### config.mk
export PLATFORM = sky130hd
export DESIGN_NAME = servo_drive_drift_sequencer_core
export DESIGN_NICKNAME = d
export VERILOG_FILES = /design/src/sv/sdds_pkg.sv /design/src/sv/sdds_steer.sv /design/src/sv/servo_drive_drift_sequencer_core.sv
export SDC_FILE = /design/constraint.sdc
export NUM_CORES = 1
export LEC_CHECK = 0
export ABC_AREA = 0
export BUFFER_PORTS_ARGS = -buffer_cell sky130_fd_sc_hd__buf_2
export CAP_MARGIN = 10
export CORE_ASPECT_RATIO = 2
export CORE_MARGIN = 2
export CORE_UTILIZATION = 53
export DETAILED_ROUTE_END_ITERATION = 12
export PLACE_DENSITY = 0.7
export REMOVE_ABC_BUFFERS = 1
export SLEW_MARGIN = 10
export SYNTH_ARGS = -nofsm -noshare
export SYNTH_HDL_FRONTEND = slang
export SYNTH_SLANG_ARGS = --single-unit
### constraint.sdc
create_clock -name i_clk -period 14.2 [get_ports i_clk]
set_clock_uncertainty 0.15 [all_clocks]
set_input_delay 2.13 -clock i_clk [delete_from_list [all_inputs] [get_ports i_clk]]
set_output_delay 2.13 -clock i_clk [all_outputs]
set_load 0.02 [all_outputs]
### src/sv/sdds_pkg.sv
`timescale 1ns / 1ps

package sdds_pkg;

    localparam logic [10:0] US_MIN   = 11'd1000;
    localparam logic [10:0] US_MAX   = 11'd2000;
    localparam logic [10:0] US_MID   = 11'd1500;
    localparam logic [6:0]  PCT_FULL = 7'd100;
    localparam logic [8:0]  RAMP_MAX = 9'd500;
    localparam logic [8:0]  RAMP_MIN = 9'd1;
    localparam logic [7:0]  STICK_OFS = 8'd100;
    // floor(m / 20) == (m * RECIP_20) >> 20 for every m below 2^16
    localparam logic [15:0] RECIP_20 = 16'd52429;
    localparam int          CFG_W    = 13;

    typedef enum logic [2:0] {
        CFG_THROTTLE_PCT   = 3'd0,
        CFG_STEERING_PCT   = 3'd1,
        CFG_REVERSE_MODE   = 3'd2,
        CFG_DRIFT_LOW_PCT  = 3'd3,
        CFG_DRIFT_HIGH_PCT = 3'd4,
        CFG_BOOST_PCT      = 3'd5,
        CFG_BOOST_MS       = 3'd6,
        CFG_RAMP_RATE      = 3'd7
    } t_cfg_idx;

    typedef enum logic [2:0] {
        PH_OFF    = 3'b001,
        PH_ACTIVE = 3'b010,
        PH_BOOST  = 3'b100
    } t_phase;

    localparam logic [1:0] PHASE_CODE_OFF    = 2'd0;
    localparam logic [1:0] PHASE_CODE_ACTIVE = 2'd1;
    localparam logic [1:0] PHASE_CODE_BOOST  = 2'd2;

    typedef struct packed {
        logic [6:0]  throttle_pct;
        logic [6:0]  steering_pct;
        logic [1:0]  reverse_mode;
        logic [6:0]  drift_low_pct;
        logic [6:0]  drift_high_pct;
        logic [6:0]  boost_pct;
        logic [12:0] boost_ms;
        logic [8:0]  ramp_rate;
    } t_cfg;

    function automatic logic [6:0] sat_pct(input logic [6:0] p);
        return (p > PCT_FULL) ? PCT_FULL : p;
    endfunction

    // 500 * p / 100 is exactly 5 * p
    function automatic logic [8:0] pct_offset(input logic [6:0] p);
        return 9'({p, 2'b00}) + 9'(p);
    endfunction

endpackage

### src/sv/sdds_steer.sv
`timescale 1ns / 1ps

module sdds_steer (
    input  logic [14:0]         i_mag_prod,
    input  logic                i_ofs_neg,
    input  logic                i_sx_zero,
    input  logic                i_left,
    input  logic                i_right,
    input  sdds_pkg::t_cfg      i_cfg,
    output logic [10:0]         o_steering_us
);

    logic [8:0]         range_us;
    logic [30:0]        recip_prod;
    logic [10:0]        quot;
    logic signed [12:0] sq;
    logic signed [12:0] raw;
    logic signed [12:0] mid;
    logic signed [12:0] rng;
    logic signed [12:0] us;
    logic               rev;

    always_comb begin
        range_us   = sdds_pkg::pct_offset(sdds_pkg::sat_pct(i_cfg.steering_pct));
        rev        = i_cfg.reverse_mode[1];
        // The stored product is |stick + 100| * percent; dividing by 20 gives the offset.
        recip_prod = 31'(i_mag_prod) * 31'(sdds_pkg::RECIP_20);
        quot       = recip_prod[30:20];
        sq         = i_ofs_neg ? -$signed(13'(quot)) : $signed(13'(quot));
        rng        = $signed(13'(range_us));
        mid        = $signed(13'(sdds_pkg::US_MID));
        raw        = sq - rng;
        us         = mid;
        if (!i_sx_zero) begin
            us = rev ? (mid - raw) : (mid + raw);
        end else if (i_left) begin
            us = rev ? (mid + rng) : (mid - rng);
        end else if (i_right) begin
            us = rev ? (mid - rng) : (mid + rng);
        end
        if (us < $signed(13'(sdds_pkg::US_MIN))) begin
            us = $signed(13'(sdds_pkg::US_MIN));
        end
        if (us > $signed(13'(sdds_pkg::US_MAX))) begin
            us = $signed(13'(sdds_pkg::US_MAX));
        end
        o_steering_us = us[10:0];
    end

endmodule

### src/sv/servo_drive_drift_sequencer_core.sv
`timescale 1ns / 1ps

// Channel   Direction  Handshake            Payload
// -------   ---------  -------------------  ----------------------------------------
// input     in         i_valid / o_stall    buttons, stick, d-pad, now_ms
// result    out        o_valid / i_stall    throttle_us, steering_us, drift_phase
// config    in         i_cfg_we             i_cfg_idx, i_cfg_data
//
// Each word is held in the input register while the compute step runs, and its result is
// registered in the output register; one word is taken every cycle while no result is stalled.
// The stick product is formed on entry; the drift machine, throttle ramp and steering
// divide finish in the compute step, at one word per clock while no result is stalled.
// Reset is synchronous and restores the register defaults and the neutral throttle.
// A stalled result holds; the input register keeps taking words while the output is free.

module servo_drive_drift_sequencer_core #(
    parameter int DRIFT_HIGH_MS = 150,
    parameter int DRIFT_LOW_MS  = 100
) (
    input  logic                        i_clk,
    input  logic                        i_rst_n,
    input  logic                        i_valid,
    output logic                        o_stall,
    input  logic                        i_drift_button,
    input  logic                        i_accel_button,
    input  logic                        i_brake_button,
    input  logic signed [7:0]           i_stick_x,
    input  logic                        i_dpad_left,
    input  logic                        i_dpad_right,
    input  logic [31:0]                 i_now_ms,
    output logic                        o_valid,
    input  logic                        i_stall,
    output logic [10:0]                 o_throttle_us,
    output logic [10:0]                 o_steering_us,
    output logic [1:0]                  o_drift_phase,
    input  logic                        i_cfg_we,
    input  logic [2:0]                  i_cfg_idx,
    input  logic [sdds_pkg::CFG_W-1:0]  i_cfg_data
);

    sdds_pkg::t_cfg   r_cfg;
    sdds_pkg::t_phase r_phase, n_phase;
    logic [31:0]      r_pulse_start, n_pulse_start;
    logic             r_pulse_high, n_pulse_high;
    logic [31:0]      r_boost_start, n_boost_start;
    logic [10:0]      r_thr, n_thr;

    logic             r_in_valid;
    logic             r_out_valid;
    logic             r_drift, r_accel, r_brake, r_left, r_right;
    logic             r_sx_zero, r_ofs_neg;
    logic [14:0]      r_mag_prod;
    logic [31:0]      r_now;

    logic             accept, adv;
    logic [8:0]       stick_ofs;
    logic [7:0]       ofs_mag;
    logic [14:0]      mag_prod;

    logic             entering;
    logic [31:0]      eff_start, el_pulse, el_boost;
    logic             eff_high, flip;
    logic [6:0]       tgt_mag;
    logic             tgt_neg, up;
    logic [8:0]       tgt_ofs, rate;
    logic [10:0]      target;
    logic signed [11:0] diff;
    logic [10:0]      diff_mag;
    logic [1:0]       n_phase_code;
    logic [10:0]      steer_us;

    assign adv     = r_in_valid && (!r_out_valid || !i_stall);
    assign o_stall = r_in_valid && !adv;
    assign accept  = i_valid && !o_stall;
    assign o_valid = r_out_valid;

    // Stick product is taken at entry so the divide-by-constant sits after a register.
    always_comb begin
        stick_ofs = {i_stick_x[7], i_stick_x} + 9'(sdds_pkg::STICK_OFS);
        ofs_mag   = stick_ofs[8] ? 8'(-stick_ofs) : stick_ofs[7:0];
        mag_prod  = 15'(ofs_mag) * 15'(sdds_pkg::sat_pct(r_cfg.steering_pct));
    end

    always_comb begin
        entering      = 1'b0;
        n_phase       = r_phase;
        n_boost_start = r_boost_start;
        el_boost      = r_now - r_boost_start;
        unique case (r_phase)
            sdds_pkg::PH_OFF: begin
                if (r_drift && r_accel) begin
                    n_phase  = sdds_pkg::PH_ACTIVE;
                    entering = 1'b1;
                end
            end
            sdds_pkg::PH_ACTIVE: begin
                if (!r_drift) begin
                    n_phase       = sdds_pkg::PH_BOOST;
                    n_boost_start = r_now;
                end
            end
            sdds_pkg::PH_BOOST: begin
                if (el_boost >= 32'(r_cfg.boost_ms)) begin
                    n_phase = sdds_pkg::PH_OFF;
                end
            end
            default: n_phase = r_phase;
        endcase

        eff_start = entering ? r_now : r_pulse_start;
        eff_high  = entering ? 1'b1 : r_pulse_high;
        el_pulse  = r_now - eff_start;
        flip      = eff_high ? (el_pulse >= 32'(DRIFT_HIGH_MS))
                             : (el_pulse >= 32'(DRIFT_LOW_MS));

        n_pulse_start = eff_start;
        n_pulse_high  = eff_high;
        tgt_neg       = 1'b0;
        tgt_mag       = '0;
        n_phase_code  = sdds_pkg::PHASE_CODE_OFF;
        unique case (n_phase)
            sdds_pkg::PH_BOOST: begin
                tgt_mag      = sdds_pkg::sat_pct(r_cfg.boost_pct);
                n_phase_code = sdds_pkg::PHASE_CODE_BOOST;
            end
            sdds_pkg::PH_ACTIVE: begin
                tgt_mag      = eff_high ? sdds_pkg::sat_pct(r_cfg.drift_high_pct)
                                        : sdds_pkg::sat_pct(r_cfg.drift_low_pct);
                n_phase_code = sdds_pkg::PHASE_CODE_ACTIVE;
                if (flip) begin
                    n_pulse_high  = !eff_high;
                    n_pulse_start = r_now;
                end
            end
            default: begin
                if (r_accel) begin
                    tgt_mag = sdds_pkg::sat_pct(r_cfg.throttle_pct);
                end else if (r_brake) begin
                    tgt_mag = sdds_pkg::sat_pct(r_cfg.throttle_pct);
                    tgt_neg = 1'b1;
                end
            end
        endcase

        tgt_ofs = sdds_pkg::pct_offset(tgt_mag);
        up      = !tgt_neg ^ r_cfg.reverse_mode[0];
        target  = up ? (sdds_pkg::US_MID + 11'(tgt_ofs)) : (sdds_pkg::US_MID - 11'(tgt_ofs));

        if (r_cfg.ramp_rate < sdds_pkg::RAMP_MIN) begin
            rate = sdds_pkg::RAMP_MIN;
        end else if (r_cfg.ramp_rate > sdds_pkg::RAMP_MAX) begin
            rate = sdds_pkg::RAMP_MAX;
        end else begin
            rate = r_cfg.ramp_rate;
        end
        diff     = $signed({1'b0, target}) - $signed({1'b0, r_thr});
        diff_mag = diff[11] ? 11'(-diff) : diff[10:0];
        if (diff_mag <= 11'(rate)) begin
            n_thr = target;
        end else if (diff[11]) begin
            n_thr = r_thr - 11'(rate);
        end else begin
            n_thr = r_thr + 11'(rate);
        end
    end

    sdds_steer u_steer (
        .i_mag_prod    (r_mag_prod),
        .i_ofs_neg     (r_ofs_neg),
        .i_sx_zero     (r_sx_zero),
        .i_left        (r_left),
        .i_right       (r_right),
        .i_cfg         (r_cfg),
        .o_steering_us (steer_us)
    );

    always_ff @(posedge i_clk) begin
        if (!i_rst_n) begin
            r_cfg.throttle_pct   <= 7'd75;
            r_cfg.steering_pct   <= 7'd100;
            r_cfg.reverse_mode   <= 2'd3;
            r_cfg.drift_low_pct  <= 7'd50;
            r_cfg.drift_high_pct <= 7'd95;
            r_cfg.boost_pct      <= 7'd100;
            r_cfg.boost_ms       <= 13'd500;
            r_cfg.ramp_rate      <= 9'd5;
        end else if (i_cfg_we) begin
            unique case (sdds_pkg::t_cfg_idx'(i_cfg_idx))
                sdds_pkg::CFG_THROTTLE_PCT:   r_cfg.throttle_pct   <= i_cfg_data[6:0];
                sdds_pkg::CFG_STEERING_PCT:   r_cfg.steering_pct   <= i_cfg_data[6:0];
                sdds_pkg::CFG_REVERSE_MODE:   r_cfg.reverse_mode   <= i_cfg_data[1:0];
                sdds_pkg::CFG_DRIFT_LOW_PCT:  r_cfg.drift_low_pct  <= i_cfg_data[6:0];
                sdds_pkg::CFG_DRIFT_HIGH_PCT: r_cfg.drift_high_pct <= i_cfg_data[6:0];
                sdds_pkg::CFG_BOOST_PCT:      r_cfg.boost_pct      <= i_cfg_data[6:0];
                sdds_pkg::CFG_BOOST_MS:       r_cfg.boost_ms       <= i_cfg_data[12:0];
                sdds_pkg::CFG_RAMP_RATE:      r_cfg.ramp_rate      <= i_cfg_data[8:0];
                default: ;
            endcase
        end
    end

    always_ff @(posedge i_clk) begin
        if (!i_rst_n) begin
            r_in_valid    <= 1'b0;
            r_out_valid   <= 1'b0;
            r_phase       <= sdds_pkg::PH_OFF;
            r_pulse_start <= '0;
            r_pulse_high  <= 1'b0;
            r_boost_start <= '0;
            r_thr         <= sdds_pkg::US_MID;
        end else begin
            if (accept) begin
                r_in_valid <= 1'b1;
            end else if (adv) begin
                r_in_valid <= 1'b0;
            end
            if (adv) begin
                r_out_valid   <= 1'b1;
                r_phase       <= n_phase;
                r_pulse_start <= n_pulse_start;
                r_pulse_high  <= n_pulse_high;
                r_boost_start <= n_boost_start;
                r_thr         <= n_thr;
            end else if (!i_stall) begin
                r_out_valid <= 1'b0;
            end
        end
    end

    always_ff @(posedge i_clk) begin
        if (accept) begin
            r_drift    <= i_drift_button;
            r_accel    <= i_accel_button;
            r_brake    <= i_brake_button;
            r_left     <= i_dpad_left;
            r_right    <= i_dpad_right;
            r_sx_zero  <= (i_stick_x == 8'sd0);
            r_ofs_neg  <= stick_ofs[8];
            r_mag_prod <= mag_prod;
            r_now      <= i_now_ms;
        end
        if (adv) begin
            o_throttle_us <= n_thr;
            o_steering_us <= steer_us;
            o_drift_phase <= n_phase_code;
        end
    end

endmodule

* Word-level counts from Yosys, hierarchy flattened *
Index checks and enable logic that the tools add are counted.
Widths: inputs -> output; s select.

storage, ports and cells
  flip-flop bits (word level) = 218
  bits of input ports = 66
  output and inout bits = 26
  word-level logic and storage cells = 144

cells by class
  add/sub/neg operators = 18
  $mul = 2
  magnitude comparators = 13
  equality and inequality tests = 13
  muxes and demuxes = 45
  bitwise operators = 2
  reductions and logical operators = 24

operator list
  operator                number
  $mux 13                 8
  $mux 32                 3
  $sub 32x32->32          2
  $mux 7                  8
  $mux 11                 4
  $gt 7x7->1 const B      5
  $ge 32x13->1            1
  $ge 32x7->1 const B     1
  $ge 32x8->1 const B     1
  $mul 15x16->31 const B  1
  $add 9x7->9             2
  $eq 3x3->1 const B      6
  $mux 9                  2
  $reduce_and 2->1        8
  $mul 8x7->15            1
  $pmux 7 s2              1
  $add 12x13->13 const A  1
  $gt 13x12->1 const B    1
  $lt 13x11->1 const B    1
  $mux 1                  13
  $neg 11->13             1
  $sub 12x13->13 const A  1
  $sub 13x10->13          1
  $add 11x9->12 const A   1
  29 further kinds        43

* Depth between registers and ports, before layout *
Gate-level depths: netlist of run 1.

  word-level depth = 15
  depth in mapped cells = 60
  gate-level depth less buffers = 58

* By module *
A second synthesis of run 1 with hierarchy kept.

second synthesis, totals
  cells, all modules = 2775
  area, all modules = 23028.3 um^2

modules (own cells, without submodules)
  module                            instances  cells each  area each (um^2)  sequential area each (um^2)
  servo_drive_drift_sequencer_core  1          1979        16590.9           5144.9
  sdds_steer                        1          796         6437.4            0.0

* Worst setup path after synthesis of run 1 *
No wires, ideal clock.

  path kind = register to register
  start = reg r_now[0]
  end = reg r_thr[10]
  library setup time = 0.133 ns
  arrival = 10.446 ns
  setup slack = 3.471 ns
  cell stages (with the launch flop) = 54
  period minus slack after synthesis = 10.729 ns
  cells stage by stage = edfxtp_1 > inv_1 > ha_1 > fa_1 > nor2b_1 > o211ai_2 > a21oi_1 > o21ai_0 > a21oi_1 > o21a_1 > nor2_1 > xnor2_1 > ha_1 > and3_1 > nand3_1 > a21oi_1 > or4_1 > or4_1 > [... 18 more ...] > clkbuf_1 > clkinv_1 > nand2_1 > o21ai_0 > ha_1 > nor2b_1 > o21a_1 > o21a_1 > o21a_1 > o21a_1 > o21a_1 > o21ai_0 > a21oi_1 > nor3_1 > a32oi_1 > clkbuf_1 > mux2_2 > a2bb2oi_1

on the way
  word-level cells in the longest chain between the ends = 15

RTL lines
  what                                                                   RTL line                                 text
  start: declaration                                                     servo_drive_drift_sequencer_core.sv:53   logic [31:0] r_now;
  start signal: assignment                                               servo_drive_drift_sequencer_core.sv:240  r_now <= i_now_ms;
  $sub 32x32->32 *                                                       servo_drive_drift_sequencer_core.sv:88   el_boost = r_now - r_boost_start;
  $ge 32x13->1 *                                                         servo_drive_drift_sequencer_core.sv:103  if (el_boost >= 32'(r_cfg.boost_ms)) begin
  $mux 3 *                                                               servo_drive_drift_sequencer_core.sv:103
  $pmux 3 s3 *                                                           servo_drive_drift_sequencer_core.sv:89   unique case (r_phase)
  parallel branches: the longest is 5 deep, another holds $sub 11x9->11  --
  $mux 11 *                                                              servo_drive_drift_sequencer_core.sv:147  target = up ? (sdds_pkg::US_MID + 11'(tgt_ofs)) : (sdds_pkg::US_MID - 11'(tgt_ofs));
  $sub 11x11->12                                                         servo_drive_drift_sequencer_core.sv:156  diff = $signed({1'b0, target}) - $signed({1'b0, r_thr});
  $neg 11->11                                                            servo_drive_drift_sequencer_core.sv:157  diff_mag = diff[11] ? 11'(-diff) : diff[10:0];
  $mux 11                                                                servo_drive_drift_sequencer_core.sv:157
  $le 11x9->1                                                            servo_drive_drift_sequencer_core.sv:158  if (diff_mag <= 11'(rate)) begin
  $mux 11 *                                                              servo_drive_drift_sequencer_core.sv:158
  net n_thr[10]                                                          servo_drive_drift_sequencer_core.sv:46   logic [10:0] r_thr, n_thr;
  end signal: assignment                                                 servo_drive_drift_sequencer_core.sv:210  r_thr <= sdds_pkg::US_MID;
  end signal: assignment                                                 servo_drive_drift_sequencer_core.sv:223  r_thr <= n_thr;
  end: declaration                                                       servo_drive_drift_sequencer_core.sv:46

Mark *: on every way through the listed nets, which the timed path passes.
A chain may end at the register's enable or synchronous reset.

* Worst setup path in the final report of run 1 *
  start = reg r_now[0]
  end = reg r_thr[1]

The elaborated chain is that of the path after synthesis.

==> flow_summary.ini, run 1 <==
[worst_setup_path]
cp.depth = 53
arrival_ns = 12.88
critPathLaunchType = flop
path_class = reg2reg
rrSetupSlack_ns = 1.55
crit_family = compound AO/OA/AOI/OAI gates
worst_path_most_repeated_cell = a21oi_1
path_buf_inv = 5
r2r-start = r_now[0]
max_stage_delay_ns = 0.67
r2r_end = r_thr[1]
cp.required_ns = 14.43
crit_slowest_cell = a21oi_1
end_kind = flop
cp_max_fo = 14
worst-r2r-cell-count = 53

[min_path]
hold_class = reg2reg
holdPathEnd = r_boost_start[19]
hold_start = r_boost_start[19]
whs_path_depth = 2

[cts]
cts-root-buf = clkbuf_16
post_cts.repair.setup_buffers = 0
clkLatencyLatePin_ns = 0.53
h-tree-depth = 1
clock_path_buffers = 3
hold_buffers = 0
cts_buffers = 23
clk_pin_slew_worst_paths_ns = 0.07
cts_tree = yes
cts_resized = 0
cts_sinks = 218

[logic_synthesis]
syn_area_um2 = 22600
synth.distinct_cells = 95
ys_warn_count = 0
synthArstFlopShare_pct = 0
syn_avg_cell_area_um2 = 8.23
synthCells = 2749
seq_area_frac_synth_pct = 22.7
synth-main-ff-cell = dfxtp_1
synth-seq-cells = 218
synth_edf_count = 78

[finish]
utilization_pct = 57.6
post_route_cells_drive_above_1_share_pct = 6.84
antenna_cells = 0
nNetsFinal = 3238
area_delta_synth_final_pct = 7.74

[sta]
hold_viol_final = 0
rsz0062_at_grt = false
relSlewSlack_pct = 24.0
fin_crit_sh_pct = 89.1
setup_ws_ns = 1.55
setup_viol = 0
period_needed_ns = 12.65
maxSlewViolCount = 0
setup_tns_ns = 0
worstMarginPinSlew_ns = 1.11
clock.fmax_mhz = 79.1

[grt]
grt_usage_pct = 25.5
grt_pass1_wl_um = 92400
antenna_found_initial = 0
grt-ovfl-total = 0
grt_max_degree = 65
grt_pass1_vias = 18500

[die]
rows = 107
dieArea_um2 = 44400
core_um2 = 42300
dieWidth_um = 150
die_y_um = 296
ios = 92
initial_utilization_pct = 53.5

[detailed_routing]
drt_iter0_drc = 1108
ant_nets = 0
wl_um = 57100
num_vias = 19700
viasPerCell = 5.88
routedWlPerCell_um = 17.0
firstDrtPassIters = 6
drc = 0

[job]
cap_violations = 0

[placed_design]
dp_hpwl_um = 45100
routabilityCongestion = 0.949
dp_slack_ns = 1.66
io_buffer_count = 91

[outcome]
status = complete, no violations
-- cell usage after synthesis (all sizes together), types with 33 or more instances --
library cell	count	area, um2
inv	295	1110
nor3	37	185
nand2b	46	288
clkbuf	74	278
nand2	354	1330
mux2i	89	891
edfxtp	78	2340
fa	95	1900
nand4	33	206
nor2	196	736
ha	286	3580
xor2	39	349
o21ai	122	611
xnor2	85	744
dfxtp	140	2800
a21oi	225	1140
nand3	74	375
-- cell usage in the layout (no fill, tap or decap), types with 11 or more instances in the layout --
| master | synthesis | routed |
|---|---|---|
| a211o_1 | 11 | 11 |
| a211oi_1 | 13 | 13 |
| a21o_1 | 30 | 30 |
| a21oi_1 | 221 | 221 |
| a31oi_1 | 18 | 17 |
| and2_1 | 17 | 17 |
| and3_1 | 20 | 20 |
| buf_2 | 7 | 91 |
| buf_4 | 0 | 11 |
| clkbuf_16 | 0 | 28 |
| dfxtp_1 | 140 | 140 |
| edfxtp_1 | 78 | 78 |
| fa_1 | 95 | 95 |
| ha_1 | 286 | 286 |
| inv_1 | 294 | 294 |
| mux2_2 | 12 | 12 |
| mux2i_1 | 89 | 89 |
| nand2_1 | 354 | 354 |
| nand2b_1 | 46 | 46 |
| nand3_1 | 73 | 73 |
| nand4_1 | 33 | 33 |
| nor2_1 | 196 | 195 |
| nor2b_1 | 30 | 29 |
| nor3_1 | 37 | 37 |
| o2111ai_1 | 12 | 12 |
| o211ai_1 | 31 | 31 |
| o21a_1 | 26 | 26 |
| o21ai_0 | 120 | 120 |
| o21bai_1 | 21 | 21 |
| o22ai_1 | 12 | 12 |
| o31ai_1 | 11 | 11 |
| or3_1 | 22 | 22 |
| or4_1 | 13 | 13 |
| xnor2_1 | 85 | 85 |
| xor2_1 | 38 | 38 |
-- stage by stage --
stage	area [um2]	hold WS, ns	cells
6_report	24400	0.305	3352
5_1_grt	24400	0.316	3352
4_1_cts	24400	0.307	3352
3_5_place_dp	23500	0.297	3311
3_3_place_gp	23500	0.292	3311
2_1_floorplan	22300	0.286	2664
-- cell type report --
class / count / area [um2]
Inverter: 297 / 1120
Multi-Input combinational cell: 2149 / 16100
Clock buffer: 32 / 726
Fill cell: 3918 / 17900
Tap cell: 545 / 682
Clock inverter: 9 / 103
Timing Repair Buffer: 102 / 538
Sequential cell: 218 / 5140
-- sequential cells by signal (all words and copies together), names as in the netlist, 2 cells and up --
name / cells
r_cfg: 59
r_boost_start: 32
r_now: 32
r_pulse_start: 32
r_mag_prod: 15
o_steering_us: 11
o_throttle_us: 11
r_thr: 11
r_phase: 3
o_drift_phase: 2
-- per-layer routing --
layer,track usage [%],share of wire (%),vias up
met1,34.5,44,9298
met4,8.28,3.3,0
met5,0,0,-
li1,-,-,9772
met3,2.35,5.2,96
met2,42.9,47,544
-- worst max-delay path by stage --
stage          slack (ns)     start       end
2_1_floorplan        3.03  r_now[0]  r_thr[1]
3_3_place_gp         2.00  r_now[0]  r_thr[1]
3_5_place_dp         1.66  r_now[0]  r_thr[1]
4_1_cts              1.59  r_now[0]  r_thr[1]
5_1_grt              0.47  r_now[0]  r_thr[1]
6_report             1.55  r_now[0]  r_thr[1]
-- tightest hold or removal path: cells and delay by family, from the launching register on --
family,cells,cell delay (ns)
flip-flops,1,0.31
AND/OR/NAND/NOR,1,0.05
AO/OA/AOI/OAI,1,0.05
-- logic make-up after synthesis --
group	Yosys count	share of synthesized area [%]
AND/OR/NAND/NOR	898	18.6
XOR/XNOR	124	4.84
multiplexers	102	4.64
AO/OA/AOI/OAI	644	18.5
flip-flops	218	22.7
buffers and inverters	382	6.41
adder cells (fa/ha/maj)	381	24.2
Power of run 1 is not shown: default switching activity piles up to over one toggle a cycle in this logic, so the estimate is an artifact.
==> run 2, diff against run 1 <==
RECOVER_POWER = 100   (was default)
==> run 2 against run 1 <==
Against the previous run: the run now ends with max-capacitance violations, max-slew violations left; sequential cell count stayed put; core utilization is 0.28 points lower; via count hardly changed; routed wire length hardly changed; register-to-register slack worse by 0.13 ns; die area stayed put; global-route usage stayed put; sequential share of layout area is 0.10 points higher; count of clock-buffer cells in the layout stayed put.
==> flow_summary.ini, run 2 (synthesis gave the netlist of run 1 again) <==
[outcome]
status = finished, violations left
violations = max-capacitance violations, max-slew violations

[grt]
grt_max_degree = 65
grt_usage_pct = 25.5
grt-ovfl-total = 0
grt_pass1_vias = 18500
antenna_found_initial = 0
grt_pass1_wl_um = 92400

[cts]
clk_pin_slew_worst_paths_ns = 0.06
cts-root-buf = clkbuf_16
clkLatencyLatePin_ns = 0.53
h-tree-depth = 1
clock_path_buffers = 3
hold_buffers = 0
cts_buffers = 23
cts_resized = 0
cts_tree = yes
cts_sinks = 218
post_cts.repair.setup_buffers = 0

[detailed_routing]
ant_nets = 0
viasPerCell = 5.88
firstDrtPassIters = 6
drt_iter0_drc = 1175
num_vias = 19700
routedWlPerCell_um = 17.1
wl_um = 57200
drc = 0

[die]
dieWidth_um = 150
rows = 107
initial_utilization_pct = 53.5
dieArea_um2 = 44400
die_y_um = 296
core_um2 = 42300
ios = 92

[sta]
rsz0062_at_grt = false
period_needed_ns = 12.78
relSlewSlack_pct = -125
setup_viol = 0
maxSlewViolCount = 328
clock.fmax_mhz = 78.2
setup_tns_ns = 0
hold_viol_final = 0
worstMarginPinSlew_ns = 3.37
fin_crit_sh_pct = 90.0

[worst_setup_path]
cp_max_fo = 14
rrSetupSlack_ns = 1.42
end_kind = flop
critPathLaunchType = flop
cp.required_ns = 14.32
max_stage_delay_ns = 0.67
worst_path_most_repeated_cell = a21oi_1
path_class = reg2reg
crit_slowest_cell = a21oi_1
arrival_ns = 12.90

[finish]
post_route_cells_drive_above_1_share_pct = 4.92
largest_register = r_cfg
layout_commonest_cell = nand2_1
stdcell_count = 3352
design_area_um2 = 24200
largest_register_ffs = 59
layout_common_cells = 354 x nand2_1, 294 x inv_1, 286 x ha_1, 221 x a21oi_1, 196 x nor2_1
nNetsFinal = 3238
antenna_cells = 0
area_delta_synth_final_pct = 7.22

[placed_design]
dp_hpwl_um = 45100
routabilityCongestion = 0.949
io_buffer_count = 91
place_inst = 3311
dpl_cell_area_um2 = 23500

[min_path]
hold_class = reg2reg

[job]
cap_violations = 9
[run 2: changes by cell type in the layout (fill, tap and decap cells not counted), moves of 2 or more]
| cell | delta |
|---|---|
| clkbuf_1 | +45 |
| buf_2 | -37 |
| buf_4 | -8 |
| mux2_1 | +4 |
| mux2_2 | -4 |
| and2_0 | +2 |
| and2_1 | -2 |
[run 2: final timing paths]
kind	from	to	cells after the start
hold / removal	r_boost_start[7]	r_boost_start[7]	2
hold reg to reg	r_boost_start[7]	r_boost_start[7]	2
setup / recovery	r_now[0]	r_thr[1]	53
setup reg to reg	r_now[0]	r_thr[1]	53
[run 2: cell type report]
class | count | area, um2
inverters | 297 | 1120
clock inverters | 9 | 103
flip-flops and latches | 218 | 5140
fillers | 3942 | 18100
multi-input cells | 2149 | 16000
repair buffers | 102 | 462
well taps | 545 | 682
clock buffers | 32 | 726
[run 2: critical path, delay by kind of cell, from the launching register on]
kind | cells | cell delay [ns]
AO/OA/AOI/OAI | 23 | 4.90
XOR/XNOR | 2 | 0.52
adder cells (fa/ha/maj) | 7 | 2.22
buffers and inverters | 5 | 1.09
flip-flops | 1 | 0.39
multiplexers | 1 | 0.37
AND/OR/NAND/NOR | 15 | 2.86
[run 2: stage by stage]
step	hold slack, ns	worst slack (ns)	utilization, %
global placement	0.292	2.00	55.6
floorplan	0.286	3.03	-
CTS	0.307	1.59	57.6
detailed placement	0.297	1.66	55.6
global route	0.316	0.272	57.3
finish	0.304	1.42	57.3
[run 2: layer usage]
layer	part of all wire [%]	wire length (um)	GRT usage, %
met1	45	25600	34.5
met2	47	27000	42.9
met3	4.9	2780	2.35
met4	3.2	1820	8.28
met5	0	0	0
Power of run 2 is left out for the same reason.
